[src/irpdt_pkg.sv]
package irpdt_pkg;

  localparam int unsigned WORD_W     = 32;
  localparam int unsigned WORD_IDX_W = $clog2(WORD_W);
  localparam int unsigned TICK_W     = 10;
  localparam int unsigned CFG_IDX_W  = 3;

  localparam logic [CFG_IDX_W-1:0] CFG_START_MARK  = 3'd0;
  localparam logic [CFG_IDX_W-1:0] CFG_START_SPACE = 3'd1;
  localparam logic [CFG_IDX_W-1:0] CFG_BIT_MARK    = 3'd2;
  localparam logic [CFG_IDX_W-1:0] CFG_ZERO_SPACE  = 3'd3;
  localparam logic [CFG_IDX_W-1:0] CFG_ONE_SPACE   = 3'd4;

  localparam logic [TICK_W-1:0] RST_START_MARK  = 10'd642;
  localparam logic [TICK_W-1:0] RST_START_SPACE = 10'd321;
  localparam logic [TICK_W-1:0] RST_BIT_MARK    = 10'd40;
  localparam logic [TICK_W-1:0] RST_ZERO_SPACE  = 10'd40;
  localparam logic [TICK_W-1:0] RST_ONE_SPACE   = 10'd121;

  typedef enum logic [6:0] {
    PH_IDLE        = 7'b0000001,
    PH_START_MARK  = 7'b0000010,
    PH_START_SPACE = 7'b0000100,
    PH_BIT_MARK    = 7'b0001000,
    PH_BIT_SPACE   = 7'b0010000,
    PH_STOP_MARK   = 7'b0100000,
    PH_STOP_SPACE  = 7'b1000000
  } phase_t;

  typedef struct packed {
    logic [TICK_W-1:0] start_mark;
    logic [TICK_W-1:0] start_space;
    logic [TICK_W-1:0] bit_mark;
    logic [TICK_W-1:0] zero_space;
    logic [TICK_W-1:0] one_space;
  } cfg_t;

  typedef struct packed {
    logic              is_send;
    logic [WORD_W-1:0] word;
  } item_t;

  typedef struct packed {
    logic full;
    logic empty;
  } q_status_t;

endpackage

[src/ir_pulse_distance_transmitter_unit.sv]
// IR pulse-distance frame sender driven by carrier half-period ticks.
// Input channel (in_valid / in_stall): each word is either a tick
// (in_req_type 0) or a send request (in_req_type 1) carrying
// in_command_word, sent MSB first over BIT_COUNT bits.
// Result channel (out_valid / out_stall): exactly one word per input word,
// in order, giving the pin level, busy flag, frame-done strobe and the
// dropped-send flag after that input word has been applied.
// Config channel (cfg_valid / cfg_ready, cfg_ready always high): writes the
// five 10-bit tick counts by index; write only while the block is idle.
// A result passes through the input register, a two-entry queue and the
// output register.
// Throughput: one word per cycle while the receiver does not stall; the frame
// engine updates its counter and phase once per word.
// When the receiver stalls the output register holds its word, the queue
// fills, and in_stall rises once the input register cannot drain.
// Synchronous reset clears the queue, the engine (idle, pin low) and loads
// the tick-count defaults; no word is in flight after reset.
module ir_pulse_distance_transmitter_unit #(
  parameter int unsigned BIT_COUNT = 32
) (
  input  logic        clk,
  input  logic        rst_n,
  input  logic        in_valid,
  output logic        in_stall,
  input  logic        in_req_type,
  input  logic [31:0] in_command_word,
  output logic        out_valid,
  input  logic        out_stall,
  output logic        out_ir_level,
  output logic        out_busy_res,
  output logic        out_frame_done,
  output logic        out_send_dropped,
  input  logic        cfg_valid,
  output logic        cfg_ready,
  input  logic [2:0]  cfg_index,
  input  logic [9:0]  cfg_data
);

  irpdt_pkg::cfg_t      cfg_r;
  irpdt_pkg::q_status_t q_status;
  irpdt_pkg::item_t     push_item;
  irpdt_pkg::item_t     pop_item;
  logic                 push;
  logic                 pop;

  assign cfg_ready = 1'b1;

  always_ff @(posedge clk) begin
    if (!rst_n) begin
      cfg_r.start_mark  <= irpdt_pkg::RST_START_MARK;
      cfg_r.start_space <= irpdt_pkg::RST_START_SPACE;
      cfg_r.bit_mark    <= irpdt_pkg::RST_BIT_MARK;
      cfg_r.zero_space  <= irpdt_pkg::RST_ZERO_SPACE;
      cfg_r.one_space   <= irpdt_pkg::RST_ONE_SPACE;
    end else if (cfg_valid && cfg_ready) begin
      unique case (cfg_index)
        irpdt_pkg::CFG_START_MARK:  cfg_r.start_mark  <= cfg_data;
        irpdt_pkg::CFG_START_SPACE: cfg_r.start_space <= cfg_data;
        irpdt_pkg::CFG_BIT_MARK:    cfg_r.bit_mark    <= cfg_data;
        irpdt_pkg::CFG_ZERO_SPACE:  cfg_r.zero_space  <= cfg_data;
        irpdt_pkg::CFG_ONE_SPACE:   cfg_r.one_space   <= cfg_data;
        default: ;
      endcase
    end
  end

  irpdt_front u_front (
    .clk             (clk),
    .rst_n           (rst_n),
    .in_valid        (in_valid),
    .in_stall        (in_stall),
    .in_req_type     (in_req_type),
    .in_command_word (in_command_word),
    .q_status        (q_status),
    .push            (push),
    .push_item       (push_item)
  );

  irpdt_queue u_queue (
    .clk       (clk),
    .rst_n     (rst_n),
    .push      (push),
    .push_item (push_item),
    .pop       (pop),
    .pop_item  (pop_item),
    .q_status  (q_status)
  );

  irpdt_back #(
    .BIT_COUNT (BIT_COUNT)
  ) u_back (
    .clk              (clk),
    .rst_n            (rst_n),
    .cfg              (cfg_r),
    .q_status         (q_status),
    .pop_item         (pop_item),
    .pop              (pop),
    .out_valid        (out_valid),
    .out_stall        (out_stall),
    .out_ir_level     (out_ir_level),
    .out_busy_res     (out_busy_res),
    .out_frame_done   (out_frame_done),
    .out_send_dropped (out_send_dropped)
  );

endmodule

[src/irpdt_front.sv]
module irpdt_front (
  input  logic                clk,
  input  logic                rst_n,
  input  logic                in_valid,
  output logic                in_stall,
  input  logic                in_req_type,
  input  logic [31:0]         in_command_word,
  input  irpdt_pkg::q_status_t q_status,
  output logic                push,
  output irpdt_pkg::item_t    push_item
);

  logic             valid_r;
  logic             valid_nxt;
  irpdt_pkg::item_t item_r;
  logic             take;

  assign push     = valid_r & ~q_status.full;
  assign in_stall = valid_r & q_status.full;
  assign take     = in_valid & ~in_stall;
  assign push_item = item_r;

  always_comb begin
    valid_nxt = valid_r;
    if (take) begin
      valid_nxt = 1'b1;
    end else if (push) begin
      valid_nxt = 1'b0;
    end
  end

  always_ff @(posedge clk) begin
    if (!rst_n) begin
      valid_r <= 1'b0;
    end else begin
      valid_r <= valid_nxt;
    end
  end

  // tick items carry no command bits
  always_ff @(posedge clk) begin
    if (take) begin
      item_r.is_send <= in_req_type;
      item_r.word    <= in_req_type ? in_command_word : '0;
    end
  end

endmodule

[src/irpdt_queue.sv]
module irpdt_queue (
  input  logic                 clk,
  input  logic                 rst_n,
  input  logic                 push,
  input  irpdt_pkg::item_t     push_item,
  input  logic                 pop,
  output irpdt_pkg::item_t     pop_item,
  output irpdt_pkg::q_status_t q_status
);

  irpdt_pkg::item_t mem_r [2];
  logic             wr_ptr_r;
  logic             rd_ptr_r;
  logic [1:0]       count_r;
  logic [1:0]       count_nxt;

  assign q_status.full  = (count_r == 2'd2);
  assign q_status.empty = (count_r == 2'd0);
  assign pop_item       = mem_r[rd_ptr_r];

  always_comb begin
    count_nxt = count_r;
    case ({push, pop})
      2'b10:   count_nxt = count_r + 2'd1;
      2'b01:   count_nxt = count_r - 2'd1;
      default: count_nxt = count_r;
    endcase
  end

  always_ff @(posedge clk) begin
    if (!rst_n) begin
      wr_ptr_r <= 1'b0;
      rd_ptr_r <= 1'b0;
      count_r  <= 2'd0;
    end else begin
      if (push) begin
        wr_ptr_r <= ~wr_ptr_r;
      end
      if (pop) begin
        rd_ptr_r <= ~rd_ptr_r;
      end
      count_r <= count_nxt;
    end
  end

  always_ff @(posedge clk) begin
    if (push) begin
      mem_r[wr_ptr_r] <= push_item;
    end
  end

endmodule

[src/irpdt_back.sv]
module irpdt_back #(
  parameter int unsigned BIT_COUNT = 32
) (
  input  logic                 clk,
  input  logic                 rst_n,
  input  irpdt_pkg::cfg_t      cfg,
  input  irpdt_pkg::q_status_t q_status,
  input  irpdt_pkg::item_t     pop_item,
  output logic                 pop,
  output logic                 out_valid,
  input  logic                 out_stall,
  output logic                 out_ir_level,
  output logic                 out_busy_res,
  output logic                 out_frame_done,
  output logic                 out_send_dropped
);

  localparam int unsigned BL_W = $clog2(BIT_COUNT + 1);

  irpdt_pkg::phase_t              phase_r, phase_nxt;
  logic [irpdt_pkg::TICK_W-1:0]   tick_r, tick_nxt;
  logic [irpdt_pkg::WORD_W-1:0]   word_r, word_nxt;
  logic [BL_W-1:0]                bits_r, bits_nxt, bits_after;
  logic                           pin_r, pin_nxt;
  logic                           done, dropped;
  logic                           out_valid_r;
  logic                           ir_level_r, busy_r, frame_done_r, dropped_r;

  logic [BL_W-1:0]                idx;
  logic [31:0]                    idx_ext;
  logic                           cur_bit;
  logic [irpdt_pkg::TICK_W-1:0]   limit;
  logic [irpdt_pkg::TICK_W:0]     tick_inc;
  logic                           cnt_done;

  assign pop = ~q_status.empty & (~out_valid_r | ~out_stall);

  assign idx      = bits_r - BL_W'(1);
  assign idx_ext  = 32'(idx);
  assign cur_bit  = (bits_r != '0) && (idx_ext < irpdt_pkg::WORD_W)
                    && word_r[idx_ext[irpdt_pkg::WORD_IDX_W-1:0]];
  assign tick_inc = {1'b0, tick_r} + 11'd1;
  assign cnt_done = (tick_inc >= {1'b0, limit});
  assign bits_after = (bits_r != '0) ? idx : bits_r;

  always_comb begin
    unique case (phase_r)
      irpdt_pkg::PH_START_MARK:  limit = cfg.start_mark;
      irpdt_pkg::PH_START_SPACE: limit = cfg.start_space;
      irpdt_pkg::PH_BIT_MARK:    limit = cfg.bit_mark;
      irpdt_pkg::PH_BIT_SPACE:   limit = cur_bit ? cfg.one_space : cfg.zero_space;
      irpdt_pkg::PH_STOP_MARK:   limit = cfg.bit_mark;
      default:                   limit = cfg.zero_space;
    endcase
  end

  always_comb begin
    phase_nxt = phase_r;
    tick_nxt  = tick_r;
    word_nxt  = word_r;
    bits_nxt  = bits_r;
    pin_nxt   = pin_r;
    done      = 1'b0;
    dropped   = 1'b0;
    if (pop_item.is_send) begin
      if (phase_r != irpdt_pkg::PH_IDLE) begin
        dropped = 1'b1;
      end else begin
        word_nxt  = pop_item.word;
        bits_nxt  = BL_W'(BIT_COUNT);
        tick_nxt  = '0;
        pin_nxt   = 1'b0;
        phase_nxt = irpdt_pkg::PH_START_MARK;
      end
    end else begin
      if (phase_r != irpdt_pkg::PH_IDLE) begin
        tick_nxt = cnt_done ? '0 : tick_inc[irpdt_pkg::TICK_W-1:0];
      end
      unique case (phase_r)
        irpdt_pkg::PH_START_MARK: begin
          pin_nxt = cnt_done ? 1'b0 : ~pin_r;
          if (cnt_done) phase_nxt = irpdt_pkg::PH_START_SPACE;
        end
        irpdt_pkg::PH_START_SPACE: begin
          if (cnt_done) begin
            phase_nxt = (bits_r == '0) ? irpdt_pkg::PH_STOP_MARK : irpdt_pkg::PH_BIT_MARK;
          end
        end
        irpdt_pkg::PH_BIT_MARK: begin
          pin_nxt = cnt_done ? 1'b0 : ~pin_r;
          if (cnt_done) phase_nxt = irpdt_pkg::PH_BIT_SPACE;
        end
        irpdt_pkg::PH_BIT_SPACE: begin
          if (cnt_done) begin
            bits_nxt  = bits_after;
            phase_nxt = (bits_after == '0) ? irpdt_pkg::PH_STOP_MARK : irpdt_pkg::PH_BIT_MARK;
          end
        end
        irpdt_pkg::PH_STOP_MARK: begin
          pin_nxt = cnt_done ? 1'b0 : ~pin_r;
          if (cnt_done) phase_nxt = irpdt_pkg::PH_STOP_SPACE;
        end
        irpdt_pkg::PH_STOP_SPACE: begin
          if (cnt_done) begin
            phase_nxt = irpdt_pkg::PH_IDLE;
            done      = 1'b1;
          end
        end
        default: begin
          phase_nxt = irpdt_pkg::PH_IDLE;
        end
      endcase
    end
  end

  always_ff @(posedge clk) begin
    if (!rst_n) begin
      phase_r     <= irpdt_pkg::PH_IDLE;
      tick_r      <= '0;
      word_r      <= '0;
      bits_r      <= '0;
      pin_r       <= 1'b0;
      out_valid_r <= 1'b0;
    end else begin
      if (pop) begin
        phase_r <= phase_nxt;
        tick_r  <= tick_nxt;
        word_r  <= word_nxt;
        bits_r  <= bits_nxt;
        pin_r   <= pin_nxt;
      end
      if (pop) begin
        out_valid_r <= 1'b1;
      end else if (~out_stall) begin
        out_valid_r <= 1'b0;
      end
    end
  end

  always_ff @(posedge clk) begin
    if (pop) begin
      ir_level_r   <= pin_nxt;
      busy_r       <= (phase_nxt != irpdt_pkg::PH_IDLE);
      frame_done_r <= done;
      dropped_r    <= dropped;
    end
  end

  assign out_valid        = out_valid_r;
  assign out_ir_level     = ir_level_r;
  assign out_busy_res     = busy_r;
  assign out_frame_done   = frame_done_r;
  assign out_send_dropped = dropped_r;

endmodule

[config.mk]
export PLATFORM = sky130hd
export DESIGN_NAME = ir_pulse_distance_transmitter_unit
export DESIGN_NICKNAME = d
export VERILOG_FILES = /design/src/irpdt_pkg.sv /design/src/ir_pulse_distance_transmitter_unit.sv /design/src/irpdt_front.sv /design/src/irpdt_queue.sv /design/src/irpdt_back.sv
export SDC_FILE = /design/constraint.sdc
export NUM_CORES = 1
export LEC_CHECK = 0
export BUFFER_PORTS_ARGS = -buffer_cell sky130_fd_sc_hd__buf_4
export CORE_MARGIN = 5
export CORE_UTILIZATION = 49
export CTS_CLUSTER_SIZE = 40
export DETAILED_ROUTE_END_ITERATION = 8
export GPL_TIMING_DRIVEN = 0
export PLACE_DENSITY = 0.77
export SLEW_MARGIN = 25
export SYNTH_ARGS = -nofsm -noshare
export SYNTH_HDL_FRONTEND = slang
export SYNTH_SLANG_ARGS = --single-unit
[constraint.sdc]
create_clock -name clk -period 9.12 [get_ports clk]
set_input_delay 0 -clock clk [delete_from_list [all_inputs] [get_ports clk]]
set_output_delay 0 -clock clk [all_outputs]
set_load 0.03 [all_outputs]
==> metrics.csv, run 1 <==
stage;metric;value;unit
yosys;synthFlopType;dfxtp_1;
cts;postCtsHoldBufs;48;
cts;cts_made_buffers;22;
route;drt_first_pass_iters;6;
sta;drv_slew;0;
cts;clk_latency;0.50;ns
cts;cts_tree;built;
global_route;grt_max_degree;28;
worst_setup_path;crit_path_start_kind;flop;
sta;hold_viol;0;
yosys;yosys_register_bits;216;
placement;placement.io_buffers;55;
placement;gp_congestion;0.864;
placement;pre_cts_ws;3.79;ns
pwr;leakage;4.11;nW
job;maxCapViolCount;0;
sta;fmax;0.185;GHz
layout;drive_above_1_share;13.3;%
route;antenna_left;0;
worst_setup_path;critPathLaunch;u_back.bits_r[0]$_SDFFE_PN0P_;
yosys;synth_area_leaders;edfxtp_1 (33%), dfxtp_1 (24%), nand2_1 (5.2%);
placement;place_hpwl;13300;microns
worst_hold_path;worstHoldPathType;in -> reg;
placement;dpl.cell_count;1133;
route;wl_per_cell;16.3;microns
die;die-area;21800;sq um
worst_setup_path;cp_max_fo;10;
cts;cts.htree.levels;1;
layout;fillers;1452;
worst_setup_path;rrSetupSlack;3.73;ns
die;coreArea;18600;sq um
sta;fin_crit;5.39;ns
route;first_iter_violations;598;
worst_setup_path;r2r-end;u_back.tick_r[9]$_SDFFE_PN0P_;
cts;clkTransAtPathRegs;0.06;ns
sta;tns;0;ns
yosys;synth_top_area_cell;edfxtp_1;
worst_setup_path;crit_path_end_kind;flop;
yosys;async_flop_share;0;%
worst_hold_path;worstHoldStart;cfg_index[1];
die;num_rows;50;
sta;rsz0062_at_grt;false;
layout;syn_to_final_growth;21.3;%
global_route;grt_pass1_vias;6728;
route;num_vias;6788;
worst_setup_path;cp.required;9.54;ns
sta;maxSlewHeadroom;37.1;%
yosys;synth-seq-area-share;57.8;%
die;io_pins;58;
yosys;yosysWarningCount;0;
layout;n_antenna_cell;0;
global_route;grt_first_pass_wirelength;33300;microns
worst_setup_path;r2r-start;u_back.bits_r[0]$_SDFFE_PN0P_;
layout;final_common_cell;nand2_1;
yosys;synth_fp_nets;906;
global_route;grt-ovfl-total;0;
yosys;syn_area_per_cell;11.0;sq um
global_route;track_usage;18.4;%
sta;timing.final.ws_setup;3.73;ns
route;drc;0;
sta;setup_viol;0;
yosys;synth_edf_count;103;
layout;final_cell_count_no_fill;1221;
sta;tightest_slew;0.941;ns
worst_setup_path;criticalPathCategory;reg -> reg;
worst_setup_path;rr_worst_depth;20;
cts;cts_resized;0;
yosys;ys_types;68;
die;initial_core_util;49.7;%
worst_hold_path;holdPathEnd;cfg_r[1]$_SDFFE_PN0P_;
die;die_w;148;microns
die;fp.dieH;148;microns
cts;cts_sinks;216;
cts;cts_root_buf;clkbuf_16;
worst_setup_path;crit_arrival;5.82;ns
layout;multi_input_area;3670;sq um
route;drt-total-wl;20000;microns
pwr;vdd_drop_max;0.000146;V
layout;final_cell_mix;nand2_1 (129), dfxtp_1 (113), edfxtp_1 (103), buf_4 (59), nor2_1 (58);
sta;period_share;59.1;%
layout;seqCellArea;5360;sq um
yosys;yosysTopAreaCellShare;33.4;%
yosys;synth.cell_area;9270;sq um
sta;clock_skew;0.00866;ns
route;vias_per_cell;5.56;
global_route;antenna_found_initial;0;
outcome;outcome;completed;
pwr;power.density;235;nW/um^2
cts;cts_buffer_depth;3;
yosys;syn_inst;841;
cts;cts_setup_buffers;0;
layout;fin_nets;1036;
pwr;p_total;2.64;mW
worst_hold_path;hold_depth;5;
==> cell type report <==
class / count / share of cell area (%)
sequential: 216 / 47.6
multi-input combinational: 562 / 32.6
timing repair buffer: 106 / 8.48
clock buffer: 27 / 5.25
tap: 234 / 2.60
buffer: 48 / 1.85
clock inverter: 13 / 1.09
inverter: 15 / 0.501
==> sequential cells by signal, summed over array words and instances (netlist names), named ones only <==
| name | flops |
|---|---|
| u_queue.rd_ptr_r | 1 |
| u_back.phase_r | 7 |
| u_back.tick_r | 10 |
| u_queue.mem_r | 66 |
| u_back.out_busy_res | 1 |
| u_back.word_r | 32 |
| u_back.bits_r | 6 |
| u_front.push_item | 33 |
| u_back.out_send_dropped | 1 |
| u_back.out_valid | 1 |
| u_queue.count_r | 2 |
| u_back.pin_r | 1 |
| u_queue.wr_ptr_r | 1 |
| u_back.out_ir_level | 1 |
| u_front.valid_r | 1 |
| u_back.out_frame_done | 1 |
| cfg_r | 50 |
==> logic make-up (layout without fill, tap and decap cells) <==
logic type,Yosys count,in the layout,synth area share (%)
AND/OR/NAND/NOR,318,318,17.2
flip-flops,216,216,57.8
AO/OA/AOI/OAI,167,167,12.6
buffers and inverters,63,209,2.85
other,1,1,0.0404
XOR/XNOR,15,15,1.50
adder cells (fa/ha/maj),14,14,1.89
multiplexers,47,47,6.21
==> critical path, cell delays in order, from the launching register on <==
cell      delay (ns)
dfxtp_1         0.30
buf_2           0.22
buf_4           0.25
inv_1           0.06
ha_1            0.27
clkbuf_1        0.52
mux4_2          0.41
mux2i_1         0.17
mux2_2          0.18
nand2_2         0.08
nand4_4         0.16
a21boi_0        0.20
o21ai_0         0.12
ha_1            0.32
nand2b_1        0.14
a21o_1          0.19
a21oi_1         0.20
o21ai_1         0.35
a211oi_1        0.83
nand3_1         0.14
a21oi_1         0.18
==> metrics by stage <==
stage	hold WS [ns]	utilization, %	instance area (sq um)
3_5_place_dp	0.219	53.9	10100
2_1_floorplan	0.0989	-	9270
3_3_place_gp	0.218	53.5	9980
6_report	0.0998	60.3	11200
4_1_cts	0.0724	60.3	11200
5_1_grt	0.122	60.3	11200
==> synthesized netlist by cell type, types with 8 or more instances <==
master	instances
nand2_1	129
dfxtp_1	113
edfxtp_1	103
nor2_1	59
a21oi_1	54
nand3_1	38
mux2i_1	37
and2_1	35
clkbuf_1	35
a211oi_1	33
o21ai_0	17
inv_1	15
ha_1	14
xor2_1	11
a222oi_1	10
a21o_1	9
and3_1	8
mux4_2	8
nand4_1	8
==> how the worst max path moves through the flow <==
stage                     slack (ns)  depth (start not counted)                             to
after global placement          3.80                         20  u_back.tick_r[8]$_SDFFE_PN0P_
after detailed placement        3.79                         20  u_back.tick_r[1]$_SDFFE_PN0P_
after CTS                       3.76                         20  u_back.tick_r[1]$_SDFFE_PN0P_
final                           3.73                         20  u_back.tick_r[9]$_SDFFE_PN0P_
after global routing            3.39                         20  u_back.tick_r[9]$_SDFFE_PN0P_
after floorplan                 4.88                         20  u_back.tick_r[1]$_SDFFE_PN0P_
==> report_power, final <==
group	switching, mW	total, mW	internal, mW	leakage [nW]
clock network	0.362	0.881	0.518	0.333
registers	0.0622	1.20	1.14	1.90
logic	0.331	0.559	0.227	1.88
==> layer usage <==
| metal | global-route usage (%) | vias up | wire length [microns] |
|---|---|---|---|
| met4 | 5.22 | 0 | 365 |
| li1 | - | 3314 | - |
| met2 | 31.5 | 198 | 9820 |
| met1 | 24.3 | 3241 | 8600 |
| met5 | 0 | - | 0 |
| met3 | 3.10 | 35 | 1170 |
Power figures use the tool's default switching activity.
==> run 2: changes to the inputs <==
--- a/config.mk
+++ b/config.mk
@@ -11,7 +11,7 @@
 export CTS_CLUSTER_SIZE = 40
 export DETAILED_ROUTE_END_ITERATION = 8
 export GPL_TIMING_DRIVEN = 0
-export PLACE_DENSITY = 0.77
+export PLACE_DENSITY = 0.79
 export SLEW_MARGIN = 25
 export SYNTH_ARGS = -nofsm -noshare
 export SYNTH_HDL_FRONTEND = slang
==> constraint.sdc (replaced) <==
create_clock -name clk -period 4.7 [get_ports clk]
set_input_delay 0 -clock clk [delete_from_list [all_inputs] [get_ports clk]]
set_output_delay 0 -clock clk [all_outputs]
set_load 0.03 [all_outputs]
==> run 2 against run 1 <==
  * Critical path depth did not move
  * Clock skew increased by 0.0064 ns
  * Global-route usage rose by 0.39 points
  * Maximum frequency increased by 20%
  * Combinational power grew 99%
  * Critical path type unchanged
  * Critical endpoint is now u_back.out_frame_done$_SDFFCE_PP0P_
==> metrics.csv, run 2 (synthesis results as in run 1) <==
stage;metric;value;unit;change
placement;gp_congestion;0.895;;+3.6%
global_route;antenna_found_initial;0;;unchanged
route;wl_per_cell;16.8;microns;+2.7%
route;antenna_left;0;;unchanged
sta;clock_skew;0.0151;ns;+0.00643 ns
pwr;switchingPower;1.50;mW;+98%
sta;drv_slew;0;;unchanged
global_route;track_usage;18.8;%;+0.39 points
die;initial_core_util;49.7;%;unchanged
pwr;pwr-share-seq;44.9;%;-0.7 points
route;first_iter_violations;516;;-14%
pwr;power.density;457;nW/um^2;+95%
cts;cts_made_buffers;23;;+4.5%
cts;cts_root_buf;clkbuf_16;;
sta;hold_viol;0;;unchanged
layout;final_common_cell;nand2_1;;
job;maxCapViolCount;0;;unchanged
global_route;grt-ovfl-total;0;;unchanged
global_route;grt_first_pass_wirelength;33500;microns;+0.68%
layout;fin_nets;1041;;+0.48%
cts;cts_tree;built;;
layout;largest_register_ffs;66;;unchanged
sta;fin_crit;4.50;ns;-0.890 ns
layout;top_register;u_queue.mem_r;;
die;io_pins;58;;unchanged
worst_setup_path;crit_path_end_kind;flop;;
pwr;leakage;4.20;nW;+2.0%
die;coreArea;18600;sq um;unchanged
worst_setup_path;cp.required;4.96;ns;-4.58 ns
cts;clk_latency;0.51;ns;about the same
route;vias_per_cell;5.63;;+1.3%
worst_setup_path;critPathLaunch;u_back.bits_r[0]$_SDFFE_PN0P_;;
cts;clkTransAtPathRegs;0.06;ns;about the same
global_route;grt_pass1_vias;6788;;+0.89%
layout;n_antenna_cell;0;;unchanged
global_route;grt_max_degree;31;;+11%
pwr;comb_power_share;21.2;%;about the same
sta;rsz0062_at_grt;false;;
layout;drive_above_1_share;15.0;%;+1.7 points
worst_hold_path;worstHoldStart;cfg_index[1];;
die;num_rows;50;;unchanged
layout;final_cell_mix;nand2_1 (129), dfxtp_1 (113), edfxtp_1 (103), buf_4 (62), nor2_1 (58);;
cts;cts.htree.levels;1;;unchanged
worst_setup_path;criticalPathCategory;reg -> reg;;
sta;tightest_slew;0.933;ns;-0.00792 ns
sta;setup_viol;0;;unchanged
route;drt-total-wl;20600;microns;+3.2%
sta;whs;0.0754;ns;-0.0244 ns
die;die-area;21800;sq um;unchanged
sta;tns;0;ns;unchanged
sta;fmax;0.222;GHz;+20%
pwr;p_sw_share;28.7;%;+0.10 points
cts;cts_sinks;216;;unchanged
worst_hold_path;worstHoldPathType;in -> reg;;
route;drt_first_pass_iters;6;;unchanged
die;fp.dieH;148;microns;unchanged
sta;maxSlewHeadroom;37.6;%;+0.53 points
route;drc;0;;unchanged
layout;syn_to_final_growth;23.0;%;
die;die_w;148;microns;unchanged
worst_setup_path;crit_arrival;4.76;ns;-1.06 ns
worst_setup_path;crit_path_start_kind;flop;;
worst_setup_path;r2r-start;u_back.bits_r[0]$_SDFFE_PN0P_;;
placement;placement.io_buffers;55;;unchanged
placement;place_hpwl;13400;microns;+1.3%
pwr;cellInternalPower;3.72;mW;+97%
layout;fillers;1408;;-3.0%
outcome;outcome;completed;;
worst_setup_path;cp_max_fo;10;;unchanged
pwr;pwr-share-clk;33.9;%;+0.6 points
sta;period_share;95.8;%;+37 points
cts;cts_buffer_depth;3;;unchanged
pwr;vdd_drop_max;0.000361;V;+150%
route;num_vias;6913;;+1.8%
run 2: timing repair:
action                     CTS  global route
setup buffers                0             5
resized for setup            6             6
hold buffers                48             0
pin swaps                    0             1
setup endpoints to repair   27            24
hold endpoints to repair    91             0
run 2: worst paths after layout:
check,cells after the start,slack [ns],end
worst max-delay path,20,0.20,u_back.out_frame_done$_SDFFCE_PP0P_
worst min-delay path,5,0.08,cfg_r[9]$_SDFFE_PN0P_
worst max register to register,20,0.20,u_back.out_frame_done$_SDFFCE_PP0P_
worst min register to register,0,0.44,u_queue.mem_r[0][28]$_DFFE_PP_
run 2: area by class of cell:
type                       instances  area, sq um  area share [%]
sequential                       216         5360            47.0
timing repair buffer             111         1010            8.87
tap                              234          293            2.57
clock inverter                    10         81.3           0.713
inverter                          15         56.3           0.494
buffer                            47          210            1.84
clock buffer                      32          669            5.87
multi-input combinational        562         3730            32.7
run 2: critical path, cell delays in order, from the launching register on:
cell      delay (ns)
dfxtp_1         0.31
clkbuf_4        0.20
buf_6           0.18
inv_1           0.09
ha_4            0.37
mux4_2          0.32
mux2i_1         0.19
mux2_2          0.21
nand2_2         0.08
nand4_4         0.17
buf_6           0.17
nand3_1         0.08
o211a_1         0.15
ha_1            0.29
a21o_1          0.16
a21o_1          0.16
a21oi_1         0.25
o21ai_4         0.18
a21o_1          0.24
buf_2           0.22
and3_1          0.20
run 2: layer usage:
metal	part of all wire [%]	up-vias	global-route usage (%)
met1	42	3305	24.3
met4	2.5	0	5.87
met2	49	234	32.2
met5	0	-	0
li1	-	3327	-
met3	6.8	47	3.37
run 2: per-stage QoR:
step | power [mW] | area [sq um] | instances | setup WS, ns | util [%]
floorplan | 3.11 | 9270 | 841 | 0.461 | -
global placement | 3.37 | 9980 | 1130 | -0.624 | 53.5
detailed placement | 3.42 | 10100 | 1133 | -0.640 | 54.0
CTS | 5.23 | 11300 | 1222 | 0.0743 | 60.7
global route | 5.46 | 11400 | 1227 | 0.0194 | 61.2
finish | 5.22 | 11400 | 1227 | 0.197 | 61.2
run 2: power groups by stage:
stage / logic [mW] / registers, mW / clock network [mW]
final: 1.11 / 2.34 / 1.77
after detailed placement: 1.05 / 2.38 / 0
after CTS: 1.09 / 2.34 / 1.80
after floorplan: 0.741 / 2.37 / 0
after global routing: 1.21 / 2.36 / 1.89
after global placement: 1.01 / 2.37 / 0
